**config.mk**
```make
export PLATFORM = sky130hd
export DESIGN_NAME = quantized_u8_add_requantize_flat
export DESIGN_NICKNAME = d
export VERILOG_FILES = /design/src/hw/rtl/qadd_pkg.sv /design/src/hw/rtl/qadd_if.sv /design/src/hw/rtl/qadd_pipe.sv /design/src/hw/rtl/quantized_u8_add_requantize.sv /design/src/flat_wrapper.sv
export SDC_FILE = /design/constraint.sdc
export NUM_CORES = 2
export LEC_CHECK = 0
export ABC_AREA = 1
export BUFFER_PORTS_ARGS = -buffer_cell sky130_fd_sc_hd__buf_2
export CORE_UTILIZATION = 50
export DETAILED_ROUTE_END_ITERATION = 7
export PLACE_DENSITY = 0.66
export SLEW_MARGIN = 15
export SYNTH_ARGS = -nofsm -noshare
export SYNTH_HDL_FRONTEND = slang
export SYNTH_SLANG_ARGS = --single-unit
export TNS_END_PERCENT = 20
```
**constraint.sdc**
```tcl
create_clock -name clk -period 11.6 [get_ports clk]
set_input_delay 1.16 -clock clk [delete_from_list [all_inputs] [get_ports clk]]
set_output_delay 1.16 -clock clk [all_outputs]
set_load 0.02 [all_outputs]
```
**src/hw/rtl/qadd_pkg.sv**
```systemverilog
// Shared types and constants for the quantized u8 add / requantize block.
// Depends on nothing; used by the channel interfaces, the pipeline and the top level.
package qadd_pkg;

  localparam int unsigned CFG_IDX_W  = 4;
  localparam int unsigned CFG_DATA_W = 32;
  localparam int unsigned PROD_W     = 31;  // 8 x 23 unsigned product
  localparam int unsigned ACC_W      = 32;
  localparam int unsigned WIDE_W     = 34;  // shifted value + round + zero point, no wrap

  typedef enum logic [CFG_IDX_W-1:0] {
    REG_BIAS_PRODUCT    = 4'd0,
    REG_A_GAIN          = 4'd1,
    REG_B_GAIN          = 4'd2,
    REG_SHIFT_AMOUNT    = 4'd3,
    REG_ROUND_THRESHOLD = 4'd4,
    REG_OUT_ZERO_POINT  = 4'd5,
    REG_OUT_MIN         = 4'd6,
    REG_OUT_MAX         = 4'd7
  } reg_idx_t;

  typedef struct packed {
    logic [31:0] bias_product;
    logic [22:0] a_gain;
    logic [22:0] b_gain;
    logic [4:0]  shift_amount;
    logic [30:0] round_threshold;
    logic [7:0]  out_zero_point;
    logic [7:0]  out_min;
    logic [7:0]  out_max;
  } cfg_t;

endpackage

```
**src/hw/rtl/qadd_if.sv**
```systemverilog
// Channel interfaces: operand request, result request and register write.
// Depends on qadd_pkg for the register port widths.
interface qadd_in_if;
  logic       valid;
  logic       ready;
  logic [7:0] a_value;
  logic [7:0] b_value;
  logic       is_last;

  modport source (output valid, a_value, b_value, is_last, input ready);
  modport sink   (input valid, a_value, b_value, is_last, output ready);
endinterface

interface qadd_out_if;
  logic       valid;
  logic       ready;
  logic [7:0] sum_value;
  logic       last_out;

  modport source (output valid, sum_value, last_out, input ready);
  modport sink   (input valid, sum_value, last_out, output ready);
endinterface

interface qadd_cfg_if;
  logic                               valid;
  logic                               ready;
  logic [qadd_pkg::CFG_IDX_W-1:0]     index;
  logic [qadd_pkg::CFG_DATA_W-1:0]    data;

  modport source (output valid, index, data, input ready);
  modport sink   (input valid, index, data, output ready);
endinterface

```
**src/hw/rtl/qadd_pipe.sv**
```systemverilog
// Five-stage requantizing add datapath: multiply, accumulate, shift/round,
// zero point, clamp. Depends on qadd_pkg and the channel interfaces in qadd_if.sv.
module qadd_pipe (
  input  logic           clk,
  input  logic           rst_n,
  input  qadd_pkg::cfg_t cfg,
  qadd_in_if.sink        in_ch,
  qadd_out_if.source     out_ch
);
  import qadd_pkg::*;

  // per-stage valid bits and ready chain
  logic v1_r, v2_r, v3_r, v4_r, v5_r;
  logic rdy1, rdy2, rdy3, rdy4, rdy5;

  // stage payloads
  logic [PROD_W-1:0]        pa_r, pb_r;
  logic                     l1_r, l2_r, l3_r, l4_r, l5_r;
  logic [ACC_W-1:0]         acc_r;
  logic signed [ACC_W-1:0]  sh_r;
  logic                     rnd_r;
  logic signed [WIDE_W-1:0] y_r;
  logic [7:0]               sum_r;

  // next values
  logic [PROD_W-1:0]        pa_nxt, pb_nxt;
  logic [ACC_W-1:0]         acc_nxt;
  logic [ACC_W-1:0]         mask;
  logic [PROD_W-1:0]        rem_bits;
  logic [ACC_W-1:0]         thr_adj;
  logic signed [ACC_W-1:0]  sh_nxt;
  logic                     rnd_nxt;
  logic signed [WIDE_W-1:0] y_nxt;
  logic signed [WIDE_W-1:0] lo_w, hi_w, y_lo;
  logic [7:0]               sum_nxt;

  assign rdy5 = !v5_r || out_ch.ready;
  assign rdy4 = !v4_r || rdy5;
  assign rdy3 = !v3_r || rdy4;
  assign rdy2 = !v2_r || rdy3;
  assign rdy1 = !v1_r || rdy2;
  assign in_ch.ready = rdy1;

  always_comb begin
    pa_nxt = PROD_W'({23'd0, in_ch.a_value} * {8'd0, cfg.a_gain});
    pb_nxt = PROD_W'({23'd0, in_ch.b_value} * {8'd0, cfg.b_gain});
  end

  // accumulator wraps modulo 2^32
  assign acc_nxt = cfg.bias_product + {1'b0, pa_r} + {1'b0, pb_r};

  // negative accumulators take one off the remainder: round when rem > thr + neg
  always_comb begin
    mask     = (ACC_W'(1) << cfg.shift_amount) - ACC_W'(1);
    rem_bits = acc_r[PROD_W-1:0] & mask[PROD_W-1:0];
    thr_adj  = {1'b0, cfg.round_threshold} + ACC_W'(acc_r[ACC_W-1]);
    rnd_nxt  = {1'b0, rem_bits} > thr_adj;
    sh_nxt   = $signed(acc_r) >>> cfg.shift_amount;
  end

  assign y_nxt = $signed({{(WIDE_W-ACC_W){sh_r[ACC_W-1]}}, sh_r})
               + $signed({{(WIDE_W-1){1'b0}}, rnd_r})
               + $signed({{(WIDE_W-8){1'b0}}, cfg.out_zero_point});

  // lower bound first, upper bound last
  always_comb begin
    lo_w    = $signed({{(WIDE_W-8){1'b0}}, cfg.out_min});
    hi_w    = $signed({{(WIDE_W-8){1'b0}}, cfg.out_max});
    y_lo    = (y_r < lo_w) ? lo_w : y_r;
    sum_nxt = (y_lo > hi_w) ? cfg.out_max : y_lo[7:0];
  end

  always_ff @(posedge clk) begin
    if (!rst_n) begin
      v1_r <= 1'b0;
      v2_r <= 1'b0;
      v3_r <= 1'b0;
      v4_r <= 1'b0;
      v5_r <= 1'b0;
    end else begin
      if (rdy1) v1_r <= in_ch.valid;
      if (rdy2) v2_r <= v1_r;
      if (rdy3) v3_r <= v2_r;
      if (rdy4) v4_r <= v3_r;
      if (rdy5) v5_r <= v4_r;
    end
  end

  always_ff @(posedge clk) begin
    if (rdy1 && in_ch.valid) begin
      pa_r <= pa_nxt;
      pb_r <= pb_nxt;
      l1_r <= in_ch.is_last;
    end
    if (rdy2 && v1_r) begin
      acc_r <= acc_nxt;
      l2_r  <= l1_r;
    end
    if (rdy3 && v2_r) begin
      sh_r  <= sh_nxt;
      rnd_r <= rnd_nxt;
      l3_r  <= l2_r;
    end
    if (rdy4 && v3_r) begin
      y_r  <= y_nxt;
      l4_r <= l3_r;
    end
    if (rdy5 && v4_r) begin
      sum_r <= sum_nxt;
      l5_r  <= l4_r;
    end
  end

  assign out_ch.valid     = v5_r;
  assign out_ch.sum_value = sum_r;
  assign out_ch.last_out  = l5_r;

  // a request in stage one with room downstream must show up in stage two
  a_advance: assert property (@(posedge clk) disable iff (!rst_n)
    (v1_r && rdy2) |=> v2_r)
    else $error("stage one request lost on advance");

  // a stalled result must not be overwritten by the stage behind it
  a_hold: assert property (@(posedge clk) disable iff (!rst_n)
    (v5_r && !out_ch.ready) |=> (v5_r && $stable(sum_r) && $stable(l5_r)))
    else $error("stalled result changed");

  a_bounds: assert property (@(posedge clk) disable iff (!rst_n)
    (v5_r && cfg.out_min <= cfg.out_max)
      |-> (sum_r >= cfg.out_min && sum_r <= cfg.out_max))
    else $error("result outside clamp bounds");

  a_inverted: assert property (@(posedge clk) disable iff (!rst_n)
    (v5_r && cfg.out_min > cfg.out_max) |-> (sum_r == cfg.out_max))
    else $error("inverted bounds must give the upper bound");

endmodule

```
**src/hw/rtl/quantized_u8_add_requantize.sv**
```systemverilog
// Top level of the quantized u8 elementwise add with requantization.
// Holds the register file and the datapath; depends on qadd_pkg, qadd_if.sv, qadd_pipe.
//
//   channel  | dir | payload                          | handshake
//   in_ch    | in  | a_value[8] b_value[8] is_last[1] | valid/ready
//   out_ch   | out | sum_value[8] last_out[1]         | valid/ready
//   cfg_ch   | in  | index[4] data[32]                | valid/ready, ready always high
//
// One request per cycle sustained while out_ch does not stall; each result passes
// through five registered stages: multiply, accumulate, shift/round, zero point, clamp.
// Reset (rst_n low, synchronous) empties the pipeline and loads register defaults.
// A stall on out_ch backs up stage by stage; empty stages keep filling meanwhile.
// Register writes take effect at once; write them only while the pipeline is empty.
module quantized_u8_add_requantize (
  input  logic       clk,
  input  logic       rst_n,
  qadd_in_if.sink    in_ch,
  qadd_out_if.source out_ch,
  qadd_cfg_if.sink   cfg_ch
);
  import qadd_pkg::*;

  cfg_t cfg_r;
  cfg_t cfg_nxt;

  assign cfg_ch.ready = 1'b1;

  always_comb begin
    cfg_nxt = cfg_r;
    if (cfg_ch.valid) begin
      case (cfg_ch.index)
        REG_BIAS_PRODUCT:    cfg_nxt.bias_product    = cfg_ch.data;
        REG_A_GAIN:          cfg_nxt.a_gain          = cfg_ch.data[22:0];
        REG_B_GAIN:          cfg_nxt.b_gain          = cfg_ch.data[22:0];
        REG_SHIFT_AMOUNT:    cfg_nxt.shift_amount    = cfg_ch.data[4:0];
        REG_ROUND_THRESHOLD: cfg_nxt.round_threshold = cfg_ch.data[30:0];
        REG_OUT_ZERO_POINT:  cfg_nxt.out_zero_point  = cfg_ch.data[7:0];
        REG_OUT_MIN:         cfg_nxt.out_min         = cfg_ch.data[7:0];
        REG_OUT_MAX:         cfg_nxt.out_max         = cfg_ch.data[7:0];
        default:             cfg_nxt = cfg_r;  // drop writes past the last register
      endcase
    end
  end

  always_ff @(posedge clk) begin
    if (!rst_n) begin
      cfg_r.bias_product    <= '0;
      cfg_r.a_gain          <= '0;
      cfg_r.b_gain          <= '0;
      cfg_r.shift_amount    <= '0;
      cfg_r.round_threshold <= '0;
      cfg_r.out_zero_point  <= '0;
      cfg_r.out_min         <= '0;
      cfg_r.out_max         <= 8'hFF;
    end else begin
      cfg_r <= cfg_nxt;
    end
  end

  qadd_pipe u_pipe (
    .clk    (clk),
    .rst_n  (rst_n),
    .cfg    (cfg_r),
    .in_ch  (in_ch),
    .out_ch (out_ch)
  );

endmodule
```
**src/flat_wrapper.sv**
```systemverilog
// flat-port wrapper written by rule: the top's interface ports become plain ports
module quantized_u8_add_requantize_flat import qadd_pkg::*;
  (clk, rst_n, in_ch_valid, in_ch_a_value, in_ch_b_value, in_ch_is_last, in_ch_ready, out_ch_valid, out_ch_sum_value, out_ch_last_out, out_ch_ready, cfg_ch_valid, cfg_ch_index, cfg_ch_data, cfg_ch_ready);
  qadd_in_if in_ch_i ();
  qadd_out_if out_ch_i ();
  qadd_cfg_if cfg_ch_i ();
  input  logic clk;
  input  logic rst_n;
  input wire logic [$bits(in_ch_i.valid)-1:0] in_ch_valid;
  input wire logic [$bits(in_ch_i.a_value)-1:0] in_ch_a_value;
  input wire logic [$bits(in_ch_i.b_value)-1:0] in_ch_b_value;
  input wire logic [$bits(in_ch_i.is_last)-1:0] in_ch_is_last;
  output wire logic [$bits(in_ch_i.ready)-1:0] in_ch_ready;
  output wire logic [$bits(out_ch_i.valid)-1:0] out_ch_valid;
  output wire logic [$bits(out_ch_i.sum_value)-1:0] out_ch_sum_value;
  output wire logic [$bits(out_ch_i.last_out)-1:0] out_ch_last_out;
  input wire logic [$bits(out_ch_i.ready)-1:0] out_ch_ready;
  input wire logic [$bits(cfg_ch_i.valid)-1:0] cfg_ch_valid;
  input wire logic [$bits(cfg_ch_i.index)-1:0] cfg_ch_index;
  input wire logic [$bits(cfg_ch_i.data)-1:0] cfg_ch_data;
  output wire logic [$bits(cfg_ch_i.ready)-1:0] cfg_ch_ready;
  assign in_ch_i.valid = in_ch_valid;
  assign in_ch_i.a_value = in_ch_a_value;
  assign in_ch_i.b_value = in_ch_b_value;
  assign in_ch_i.is_last = in_ch_is_last;
  assign in_ch_ready = in_ch_i.ready;
  assign out_ch_valid = out_ch_i.valid;
  assign out_ch_sum_value = out_ch_i.sum_value;
  assign out_ch_last_out = out_ch_i.last_out;
  assign out_ch_i.ready = out_ch_ready;
  assign cfg_ch_i.valid = cfg_ch_valid;
  assign cfg_ch_i.index = cfg_ch_index;
  assign cfg_ch_i.data = cfg_ch_data;
  assign cfg_ch_ready = cfg_ch_i.ready;
  quantized_u8_add_requantize u_core (.clk(clk), .rst_n(rst_n), .in_ch(in_ch_i), .out_ch(out_ch_i), .cfg_ch(cfg_ch_i));
endmodule
```
# == Yosys cells after proc, flatten, opt, wreduce, memory -nomap -nowiden ==
# Index checks and enable logic that the tools add are counted.
# totals
regBits,317
latch_bits,0
ram_bits,0
rom_bits,0
input_bits,58
output_inout_bits,12
elab_cells,72
mem_count,0
# op_classes
add_sub_neg,6
multipliers,2
div,0
order_cmp,3
eq_ne,7
n_shift,2
n_mux,2
n_bitwise,1
reduce_logical,24
# ops
operator,n
$add 32x31->32,2
$mul 8x23->31,2
$add 33x9->34,1
$gt 34x9->1,1
$lt 34x9->1,1
$mux 34,1
$add 32x2->33,1
$add 31x1->32,1
$gt 31x32->1,1
$sshr 32x5->32,1
$and 31x31->31,1
$shl 1x5->31 const A,1
$sub 31x2->31 const B,1
$eq 4x3->1 const B,4
$reduce_and 2->1,8
$eq 4x2->1 const B,2
$mux 8,1
$logic_and 1x1->1,5
$logic_not 1->1,5
$logic_or 1x1->1,5
$eq 4x1->1 const B,1
$logic_not 4->1,1

# == Depth between registers and ports, before layout ==
# logic_depth
ltp_word,7
ltp_mapped,25
mapped_depth_nobuf,22

# == By module ==
# A second synthesis with hierarchy kept.
# hier_totals
cells_unflattened,4240
area_unflattened_um2,31159.9
# by_module_without_submodules
mod,instances,cells_per_inst,area_each_um2,seq_area_each_um2
qadd_pipe,1,3415,25578.3,5325.1
quantized_u8_add_requantize,1,825,5581.6,2762.6

# == Worst setup path after synthesis ==
# No wires, ideal clock.
# synth_path
path_kind,input to register
from,in out_ch_ready
to,"reg u_core.u_pipe.l1_r, enable pin"
setup_ps,504
arrival_ps,4607
required_ps,11096
setup_slack_ps,6488
path_stages,8
n_path_buf,0
path_cell_list,nor2_1 -> inv_1 -> nor2_1 -> inv_1 -> nor2_1 -> inv_1 -> nor2_1 -> a21oi_1
# synth_via
elab_chain_len,6
# synth_lines
element,line_no,text
start: declaration,flat_wrapper.sv:17,input wire logic [$bits(out_ch_i.ready)-1:0] out_ch_ready;
$logic_or 1x1->1,qadd_pipe.sv:37,assign rdy5 = !v5_r || out_ch.ready;
$logic_or 1x1->1,qadd_pipe.sv:38,assign rdy4 = !v4_r || rdy5;
$logic_or 1x1->1,qadd_pipe.sv:39,assign rdy3 = !v3_r || rdy4;
$logic_or 1x1->1,qadd_pipe.sv:40,assign rdy2 = !v2_r || rdy3;
$logic_or 1x1->1,qadd_pipe.sv:41,assign rdy1 = !v1_r || rdy2;
$logic_and 1x1->1,qadd_pipe.sv:90,if (rdy1 && in_ch.valid) begin
end signal: assignment,qadd_pipe.sv:93,l1_r <= in_ch.is_last;
end: declaration,qadd_pipe.sv:18,"logic l1_r, l2_r, l3_r, l4_r, l5_r;"
# Every way passes these cells.
# A chain may end at the register's enable or synchronous reset.

# == Final worst setup path ==
# layout_path
from,in in_ch_b_value[7]
to,"reg u_core.u_pipe.pb_r[24], data pin"
# layout_via
elab_chain_len,1
# layout_lines
element,line_no,text
start: declaration,flat_wrapper.sv:11,input wire logic [$bits(in_ch_i.b_value)-1:0] in_ch_b_value;
$mul 8x23->31,qadd_pipe.sv:46,"pb_nxt = PROD_W'({23'd0, in_ch.b_value} * {8'd0, cfg.b_gain});"
net u_core.u_pipe.pb_nxt[24],qadd_pipe.sv:26,"logic [PROD_W-1:0] pa_nxt, pb_nxt;"
end signal: assignment,qadd_pipe.sv:92,pb_r <= pb_nxt;
end: declaration,qadd_pipe.sv:17,"logic [PROD_W-1:0] pa_r, pb_r;"
# The timed path passes the listed nets, and every way through them passes these cells.

==> flow_summary.yaml <==
layout:
  nNetsFinal: 4592
  antennaDiodeCount: 0
  fillers: 5839
  area_growth_pct: 6.59
  drive_gt1_frac: 0.0465
cts:
  root_buffer: "clkbuf_16"
  cts.sinks: 317
  path_clk_slew_ns: 0.06
  clkLatencyLatePin_ns: 0.57
  cts_tree: "yes"
  cts_resized: 0
  clock_path_buffers: 3
  numCtsBuffers: 37
  cts_max_level: 2
  cts_setup_buffers: 0
  cts_hold_buffers: 0
sta:
  layout_setup_ws_ns: 6.62
  setup_viol: 0
  worst_pin_slew_ns: 0.940
  finalHoldViolCount: 0
  max-slew-margin-rel: 0.373
  tns_ns: 0
  fin_crit_sh: 0.429
  slew_viol_final: 0
  rsz0062_at_grt: "false"
  min_period_ns: 4.98
  max_freq_mhz: 201
  fin_skew_ns: 0.0115
route:
  via_per_inst: 5.36
  num_vias: 26100
  drtIter0Drc: 2001
  drt_first_pass_iters: 6
  post-route-drc-count: 0
  antenna_left: 0
  wl_mm: 87.3
  wl_per_cell_um: 17.9
setup_path:
  cp_max_fo: 23
  critPathTopFamily: "adder cells"
  critPathCaptureType: "flip-flop"
  cp_common_cell: "fa_1"
  crit_chain: "buf_2 > nand2_1 > fa_1 > inv_1 > fa_1 > fa_1 > fa_1 > ha_1 > nand2_1 > nor2_1 > inv_1 > nor3_1 > nand3_1 > nand4_1 > nand2_1"
  worstReg2RegStart: "u_core.cfg_r[88]$_SDFFE_PN0P_"
  critical_path_buf_inv_count: 3
  required_ns: 11.91
  r2r_setup_slack_ns: 7.09
  crit_type: "input pin to flip-flop"
  startpoint: "in_ch_b_value[7]"
  slowest_stage: "fa_1"
  cp.depth: 15
  arrival_ns: 5.29
  cp-endpoint: "u_core.u_pipe.pb_r[24]$_DFFE_PP_"
  startpoint_type: "input pin"
  reg2regPathDepth: 19
  max_stage_delay_ns: 0.55
  r2r_end: "u_core.u_pipe.pa_r[30]$_DFFE_PP_"
placement:
  hpwl_mm: 69.1
  gp_congestion: 0.947
  pre_cts_ws_ns: 6.11
  portBuffers: 68
logic_synthesis:
  ys_top_cells_by_count: "nand2_1, inv_1, nor2_1"
  syn-mean-instance-area_sq_um: 7.49
  synth_edf_count: 174
  syn_area_sq_um: 30600
  synth.distinct_cells: 55
  ys_ff_latch: 317
  ys_warn_count: 0
  ys_top_cells_by_area: "fa_1, edfxtp_1, nand2_1"
  ys_async_sr_fraction: 0
  seq_area_frac_synth: 0.264
  synth.top_cell.area_share: 0.187
  syn_inst: 4091
  synth_nets: 4624
  synth.most_common_cell: "nand2_1"
  synth_top_area_cell: "fa_1"
  synth_ff_type: "edfxtp_1"
global_route:
  grt.total_usage: 0.283
  antenna_found_initial: 1
  grt_max_degree: 93
  grt_pass1_vias: 25300
  grt_pass1_wl_mm: 138
  grt.overflow.total: 0
power:
  pwr-share-comb: 0.201
  clkPwrFrac: 0.377
  swShare: 0.320
  peakVddDrop_v: 0.0000877
  p_leak_nw: 16.3
  power_frac_seq: 0.423
  power_switching_mw: 0.990
  power_per_cell_area_nw_per_um2: 94.7
  p_int_mw: 2.10
floorplan:
  chipWidth_um: 250
  start_util: 0.507
  die-area_sq_um: 62300
  rows: 90
  num_io_pins: 70
  core_area_sq_um: 60500
  die_h_um: 250
flow_run:
  maxCapViolCount: 0
run_status:
  status: "finished clean"
min_path:
  hp-class: "flip-flop to flip-flop"
## flip-flops by register name, indices dropped and copies added (netlist names)
signal	flops
u_core.u_pipe.out_ch.last_out	1
u_core.u_pipe.l2_r	1
u_core.u_pipe.v4_r	1
u_core.u_pipe.pb_r	31
u_core.u_pipe.l3_r	1
u_core.u_pipe.v1_r	1
u_core.u_pipe.l4_r	1
u_core.u_pipe.l1_r	1
u_core.u_pipe.v3_r	1
u_core.u_pipe.out_ch.valid	1
u_core.u_pipe.pa_r	31
u_core.u_pipe.acc_r	32
u_core.u_pipe.v2_r	1
u_core.cfg_r	138
u_core.u_pipe.out_ch.sum_value	8
u_core.u_pipe.sh_r	32
u_core.u_pipe.rnd_r	1
u_core.u_pipe.y_r	34
## kinds of logic after synthesis
kind of cell / after synthesis / synth area share
simple gates: 1852 / 0.249
buf+inv: 822 / 0.102
compound gates: 510 / 0.0882
fa+ha+maj: 475 / 0.264
flops: 317 / 0.264
xor+xnor: 113 / 0.0323
other cells: 1 / 0.000122
mux: 1 / 0.000327
## worst reg2reg max path, stage by stage, from the launching register on
cell	delay (ns)
dfxtp_1	0.59
nand2_1	0.16
fa_1	0.53
fa_1	0.54
inv_1	0.05
fa_1	0.47
inv_1	0.05
fa_1	0.47
inv_1	0.04
ha_1	0.34
a21oi_1	0.27
nor2_1	0.07
nor2_1	0.09
nand2_1	0.14
nand2_1	0.09
nand2_1	0.10
nand2_1	0.11
nand2_1	0.06
nand2_1	0.06
nand2_1	0.04
## metrics by stage
step	power (mW)	utilization	hold WS [ns]	std cells	area (sq um)
after global routing	3.24	0.540	0.436	4870	32700
final	3.09	0.540	0.428	4870	32700
after floorplan	1.73	-	0.400	4091	30600
after detailed placement	1.94	0.520	0.410	4802	31500
after CTS	3.11	0.540	0.423	4870	32700
after global placement	1.94	0.520	0.402	4802	31500
## power by group through the flow
stage | combinational, mW | clock (mW) | sequential [mW]
after detailed placement | 0.613 | 0 | 1.33
final | 0.620 | 1.16 | 1.31
after global placement | 0.609 | 0 | 1.33
after CTS | 0.617 | 1.18 | 1.31
after global routing | 0.697 | 1.23 | 1.31
after floorplan | 0.425 | 0 | 1.30
## cell usage in the layout (no fill, tap or decap), types with 13 or more instances in the layout
master,netlist,routed
nand4_1,43,43
inv_1,658,658
fa_1,286,286
edfxtp_1,174,174
nand3_1,179,179
nor3_1,46,46
xor2_1,85,85
nand3b_1,13,13
o211ai_1,18,18
a21oi_1,192,191
clkbuf_16,0,38
buf_2,17,67
dfxtp_1,143,143
buf_4,3,16
nand2_1,1124,1124
ha_1,189,189
nor2_1,385,384
xnor2_1,28,28
o21ai_0,255,255
## worst min path at each step
stage	slack, ns	cells after the start	end	start
floorplan	0.40	0	u_core.u_pipe.l2_r$_DFFE_PP_	u_core.u_pipe.l1_r$_DFFE_PP_
global placement	0.40	0	u_core.u_pipe.l2_r$_DFFE_PP_	u_core.u_pipe.l1_r$_DFFE_PP_
detailed placement	0.41	0	u_core.u_pipe.out_ch.last_out$_DFFE_PP_	u_core.u_pipe.l4_r$_DFFE_PP_
CTS	0.42	0	u_core.u_pipe.out_ch.last_out$_DFFE_PP_	u_core.u_pipe.l4_r$_DFFE_PP_
global route	0.44	0	u_core.u_pipe.l4_r$_DFFE_PP_	u_core.u_pipe.l3_r$_DFFE_PP_
finish	0.43	0	u_core.u_pipe.l4_r$_DFFE_PP_	u_core.u_pipe.l3_r$_DFFE_PP_
## area by class of cell
cell class / instances / area [sq um] / share of cell area
multi-input combinational: 2952 / 19400 / 0.595
clock buffer: 48 / 1040 / 0.0318
timing repair buffer: 83 / 455 / 0.0139
inverter: 668 / 2510 / 0.0769
clock inverter: 20 / 160 / 0.00490
tap: 782 / 978 / 0.0300
sequential: 317 / 8090 / 0.248
## layer usage
| metal | track usage | wire [um] | up-vias |
|---|---|---|---|
| met3 | 0.0307 | 4490 | 174 |
| met4 | 0.116 | 3800 | 0 |
| li1 | - | - | 12800 |
| met2 | 0.488 | 42200 | 775 |
| met5 | 0 | 0 | - |
| met1 | 0.363 | 36800 | 12400 |
Power figures use the tool's default switching activity.
